[src/rtl/assert_macros.svh]
// ----------------------------------------------------------------------------
// assertion macros
// clocked assertion helpers for the rtl files that check themselves
// ----------------------------------------------------------------------------
`ifndef ASSERT_MACROS_SVH
`define ASSERT_MACROS_SVH

// implication checked on every rising edge outside reset
`define ASSERT_IMPLY(label, clk, rstn, ante, cons, msg) \
    label: assert property (@(posedge clk) disable iff (!rstn) (ante) |-> (cons)) \
        else $error(msg);

// consequent checked in the cycle after the antecedent
`define ASSERT_NEXT(label, clk, rstn, ante, cons, msg) \
    label: assert property (@(posedge clk) disable iff (!rstn) (ante) |=> (cons)) \
        else $error(msg);

// consequent checked later than in ASSERT_NEXT, after an extra delay
`define ASSERT_NEXT2(label, clk, rstn, ante, cons, msg) \
    label: assert property (@(posedge clk) disable iff (!rstn) (ante) |=> ##1 (cons)) \
        else $error(msg);

`endif

[src/rtl/kpst_pkg.sv]
// ----------------------------------------------------------------------------
// kpst_pkg
// shared sizes, codes, types and helper functions of the key and pointer tracker
// ----------------------------------------------------------------------------
package kpst_pkg;

    localparam int NUM_KEYS  = 128;
    localparam int TIME_BITS = 32;
    localparam int KEY_W     = $clog2(NUM_KEYS);

    localparam int CMD_W      = 3;
    localparam int CODE_W     = 7;
    localparam int POS_W      = 16;
    localparam int DELTA_W    = 17;
    localparam int SCROLL_W   = 16;
    localparam int TICK_W     = 16;
    localparam int HOLD_W     = 32;
    localparam int STATUS_W   = 2;
    localparam int SUM_W      = ((TIME_BITS > TICK_W) ? TIME_BITS : TICK_W) + 1;

    localparam int S_TDATA_W  = 72;
    localparam int M_TDATA_W  = 120;

    // command codes carried on s_tuser
    localparam logic [CMD_W-1:0] CMD_KEYDN  = 3'd0;
    localparam logic [CMD_W-1:0] CMD_KEYUP  = 3'd1;
    localparam logic [CMD_W-1:0] CMD_MOVE   = 3'd2;
    localparam logic [CMD_W-1:0] CMD_SCROLL = 3'd3;
    localparam logic [CMD_W-1:0] CMD_TICK   = 3'd4;

    typedef enum logic [1:0] {
        KS_UP       = 2'd0,
        KS_DOWN     = 2'd1,
        KS_PRESSED  = 2'd2,
        KS_RELEASED = 2'd3
    } key_state_t;

    typedef struct packed {
        key_state_t           st;
        logic [TIME_BITS-1:0] hold;
    } key_row_t;

    typedef enum logic [2:0] {
        ST_IDLE,
        ST_SWEEP,
        ST_DRAIN,
        ST_LOOKUP,
        ST_EXEC
    } ctrl_state_t;

    typedef enum logic [1:0] {
        RD_INPUT,
        RD_ITEM,
        RD_SWEEP
    } rd_sel_t;

    typedef struct packed {
        logic    load;
        logic    rd_en;
        rd_sel_t rd_sel;
        logic    cnt_clr;
        logic    cnt_inc;
        logic    exec;
    } ctrl_cmd_t;

    typedef struct packed {
        logic in_tick;
        logic cnt_last;
        logic out_busy;
    } dp_status_t;

    // saturating add of a tick delta to a hold counter
    function automatic logic [TIME_BITS-1:0] hold_add(
        input logic [TIME_BITS-1:0] t,
        input logic [TICK_W-1:0]    delta
    );
        logic [SUM_W-1:0] sum;
        sum = SUM_W'(t) + SUM_W'(delta);
        if (sum > SUM_W'({TIME_BITS{1'b1}})) begin
            return '1;
        end
        return sum[TIME_BITS-1:0];
    endfunction

    // clamp a hold counter to the reported width
    function automatic logic [HOLD_W-1:0] hold_clamp(input logic [TIME_BITS-1:0] t);
        logic [63:0] ext;
        ext = 64'(t);
        if (ext > 64'h0000_0000_FFFF_FFFF) begin
            return '1;
        end
        return ext[HOLD_W-1:0];
    endfunction

endpackage

[src/rtl/kpst_ctrl.sv]
// ----------------------------------------------------------------------------
// kpst_ctrl
// sequencer: item intake, key table sweep on tick, lookup and result issue
// ----------------------------------------------------------------------------
module kpst_ctrl (
    input  logic                   aclk,
    input  logic                   aresetn,
    input  logic                   s_tvalid,
    output logic                   s_tready,
    input  kpst_pkg::dp_status_t   dp_status,
    output kpst_pkg::ctrl_cmd_t    ctrl_cmd
);
    import kpst_pkg::*;

    ctrl_state_t state_reg;
    ctrl_state_t state_next;

    always_ff @(posedge aclk) begin
        if (!aresetn) begin
            state_reg <= ST_IDLE;
        end else begin
            state_reg <= state_next;
        end
    end

    always_comb begin
        state_next = state_reg;
        s_tready   = 1'b0;
        ctrl_cmd   = '0;
        ctrl_cmd.rd_sel = RD_INPUT;
        case (state_reg)
            ST_IDLE: begin
                // no intake while reset is held
                s_tready = aresetn;
                if (s_tvalid && aresetn) begin
                    ctrl_cmd.load = 1'b1;
                    if (dp_status.in_tick) begin
                        ctrl_cmd.cnt_clr = 1'b1;
                        state_next = ST_SWEEP;
                    end else begin
                        ctrl_cmd.rd_en = 1'b1;
                        state_next = ST_EXEC;
                    end
                end
            end
            ST_SWEEP: begin
                ctrl_cmd.rd_en   = 1'b1;
                ctrl_cmd.rd_sel  = RD_SWEEP;
                ctrl_cmd.cnt_inc = 1'b1;
                if (dp_status.cnt_last) begin
                    state_next = ST_DRAIN;
                end
            end
            ST_DRAIN: begin
                // last swept entry is written back here
                state_next = ST_LOOKUP;
            end
            ST_LOOKUP: begin
                ctrl_cmd.rd_en  = 1'b1;
                ctrl_cmd.rd_sel = RD_ITEM;
                state_next = ST_EXEC;
            end
            ST_EXEC: begin
                if (!dp_status.out_busy) begin
                    ctrl_cmd.exec = 1'b1;
                    state_next = ST_IDLE;
                end
            end
            default: begin
                state_next = ST_IDLE;
            end
        endcase
    end

endmodule

[config.mk]
export PLATFORM = sky130hd
export DESIGN_NAME = kpst_ctrl
export DESIGN_NICKNAME = d
export VERILOG_FILES = /design/src/rtl/assert_macros.svh /design/src/rtl/kpst_pkg.sv /design/src/rtl/kpst_ctrl.sv
export SDC_FILE = /design/constraint.sdc
export NUM_CORES = 1
export LEC_CHECK = 0
export BUFFER_PORTS_ARGS = -buffer_cell sky130_fd_sc_hd__buf_2
export CELL_PAD_IN_SITES_DETAIL_PLACEMENT = 0
export CELL_PAD_IN_SITES_GLOBAL_PLACEMENT = 1
export CORE_AREA = 2 2 39 41
export CTS_BUF_LIST = sky130_fd_sc_hd__clkbuf_2
export DETAILED_ROUTE_END_ITERATION = 8
export DIE_AREA = 0 0 41 43
export PLACE_DENSITY_LB_ADDON = 0.25
export SLEW_MARGIN = 0
export SYNTH_ARGS = -nofsm -noshare
export SYNTH_HDL_FRONTEND = slang
export SYNTH_SLANG_ARGS = --single-unit
[constraint.sdc]
create_clock -name aclk -period 1.4 [get_ports aclk]
set_clock_uncertainty 0.2 [all_clocks]
set_input_delay 0.28 -clock aclk [delete_from_list [all_inputs] [get_ports aclk]]
set_output_delay 0.28 -clock aclk [all_outputs]
set_load 0.005 [all_outputs]
==> results.md <==
* Top-area cell type share of the netlist area at 0.225
* Buf+Inv Stages, Crit Path at 2
* Net count after synthesis at 39
* Sequential share of the synthesized area at 0.225
* Final Worst Setup Slack at -0.148 ns
* DR WL/cell at 9.96 µm
* Complex-gate fraction of the synthesized area at 0.146
* Synth Cell Area at 267 µm²
* Fill cell count at 163
* DRC at 0
* Mux cell area share after synthesis at 0.0423
* Initial Util at 0.193
* Place WS at -0.103 ns
* RSZ-0062 raised after global routing: yes
* Final wirelength at 727 µm
* Final setup violation count at 8
* Final core utilization at 0.362
* Crit-path max FO at 7
* Hold_buf cts at 0
* Yosys top cell by area: dfxtp_1
* Total number of vias at 313
* XOR/XNOR Fraction of Synth Area at 0
* Die Wd at 41 µm
* Clock sinks at 3
* Leading cell types by count after synthesis: 6 x nor2_1, 3 x dfxtp_1
* Total power at 403 µW
* Clk_lat worst skew at 0.20 ns
* Post-Synth Simple-Gate Area at 0.469
* Largest family of logic cells by synthesized area: simple AND/OR/NAND/NOR gates
* Antenna fix cells at 0
* Root Driver: clkbuf_2
* Worst endpoint data arrival time at 1.07 ns
* Largest net degree at the start of global routing at 14
* DRT iter0 DRCs at 3
* Period utilization at 1.11
* Post-detail-place hpwl at 504 µm
* Netlist cell types at 22
* Main area contributors after synthesis: dfxtp_1 23%, nor2_1 8.5%, buf_4 5.6%
* Layout cells sized above 1 at 0.702
* Number of flip-flops in the largest register at 3
* CTS tree: built
* Area growth syn-to-layout at 87.8%
* H-Tree Depth at 1
* Ys Warns at 0
* Status: complete, but fails checks
* Final nets at 64
* DIE AREA at 1760 µm²
* Violations in the final reports: negative setup slack
* Cells after DPL at 62
* First-pass GRT wire length at 1130 µm
* Gpl congestion at 0.649
* Cell Chain, Critical Path: buf_6 > nor4b_4 > buf_2
* Pleak at 0.249 nW
* Site Rows at 14
* Most numerous cell in the Yosys netlist: nor2_1
* Longest Clk Path Bufs at 2
* Synth Instances at 33
* Drt first pass iters at 3
* Yosys reg bits at 3
* Synth Area in Adders at 0
* All-Layer GR Usage at 0.0972
* PwrDens at 805 nW/µm²
* Max Fclk at 0.646 GHz
* Syn Area/Cell at 8.08 µm²
* TritonCTS Buffers at 3
* Critical path required time at 0.92 ns
* Max stage delay on crit path at 0.37 ns
* DR vias/cell at 4.29
* Clock transition at path regs at 0.04 ns
* Top FF cell, synth: dfxtp_1
* Storage element area at 71.3 µm²
* Post-DP Area at 359 µm²
* MaxCap Viol Count at 0
* Multi-input gate area at 205 µm²
* Slowest-stage cell, CP: dfxtp_4
* Fraction of registers with async set or reset after synthesis at 0
* TNS Setup at -0.806 ns
* Rel. slew slack at 0.849
* Number of global-route vias before repair at 290
* Final non-filler cell total at 73
* Worst-Margin Slew at 0.224 ns
* Setup CP Type: flop to output pin
* CP delay by family, top: flip-flops
* DRT antenna net count at 0
* I/O pins at 14
* Startpoint types: flop
* Post-synth EDFFs at 0
* Slew Viols, Final at 0
* Final Hold Viols at 0
* Hold crit path type: input pin to flop
* Initial antenna violation count at 0
* Gr ovfl total at 0
* Die Y at 43 µm
* I/O Buffers at 13
* Min Clock Period, post-route at 1.55 ns
* Maximum vdd drop at 272 µV
* Critical Path Sink Type: output pin
* Core Region at 1380 µm²
* Final Cell Area at 500 µm²
* Hold Slack at 0.162 ns
==> per-layer routing <==
layer,wire length (µm),global-route usage,vias up
met5,0,0,-
met3,46,0.0157,0
li1,-,-,165
met4,0,0.100,0
met2,385,0.134,9
met1,294,0.115,139
==> where the power goes <==
| part | switching (mW) | internal, mW |
|---|---|---|
| clock | 0.0427 | 0.0754 |
| combinational | 0.0636 | 0.112 |
| sequential | 0.0162 | 0.0932 |
==> final timing paths <==
path	depth (start not counted)	slack, ns	from	end
setup / recovery	3	-0.15	state_reg[1]	s_tready
hold / removal	2	0.16	aresetn	state_reg[2]
setup reg to reg	3	0.05	state_reg[2]	state_reg[2]
hold reg to reg	3	0.41	state_reg[0]	state_reg[0]
==> layout by cell type (no fill, tap or decap), types with 2 or more instances in the layout <==
cell      instances
buf_2            13
buf_4             6
nor2_1            4
clkbuf_2          4
buf_6             3
dfxtp_4           3
nor2_2            2
nand2_1           2
buf_12            2
==> repair_timing <==
item,CTS,global route
setup endpoints to repair,9,9
pin swaps,5,3
gates resized for setup,9,5
setup buffers,5,2
==> area by class of cell <==
class,count,area share
multi-input combinational,26,0.410
timing repair buffer,24,0.367
sequential,3,0.143
clock buffer,4,0.0400
tap,16,0.0400
==> cells by family after synthesis <==
group / Yosys count
and+or+nand+nor: 20
AOI/OAI and AO/OA: 5
buffers and inverters: 4
muxes: 1
DFF: 3
Note: power is estimated with default switching activity, not from simulation.
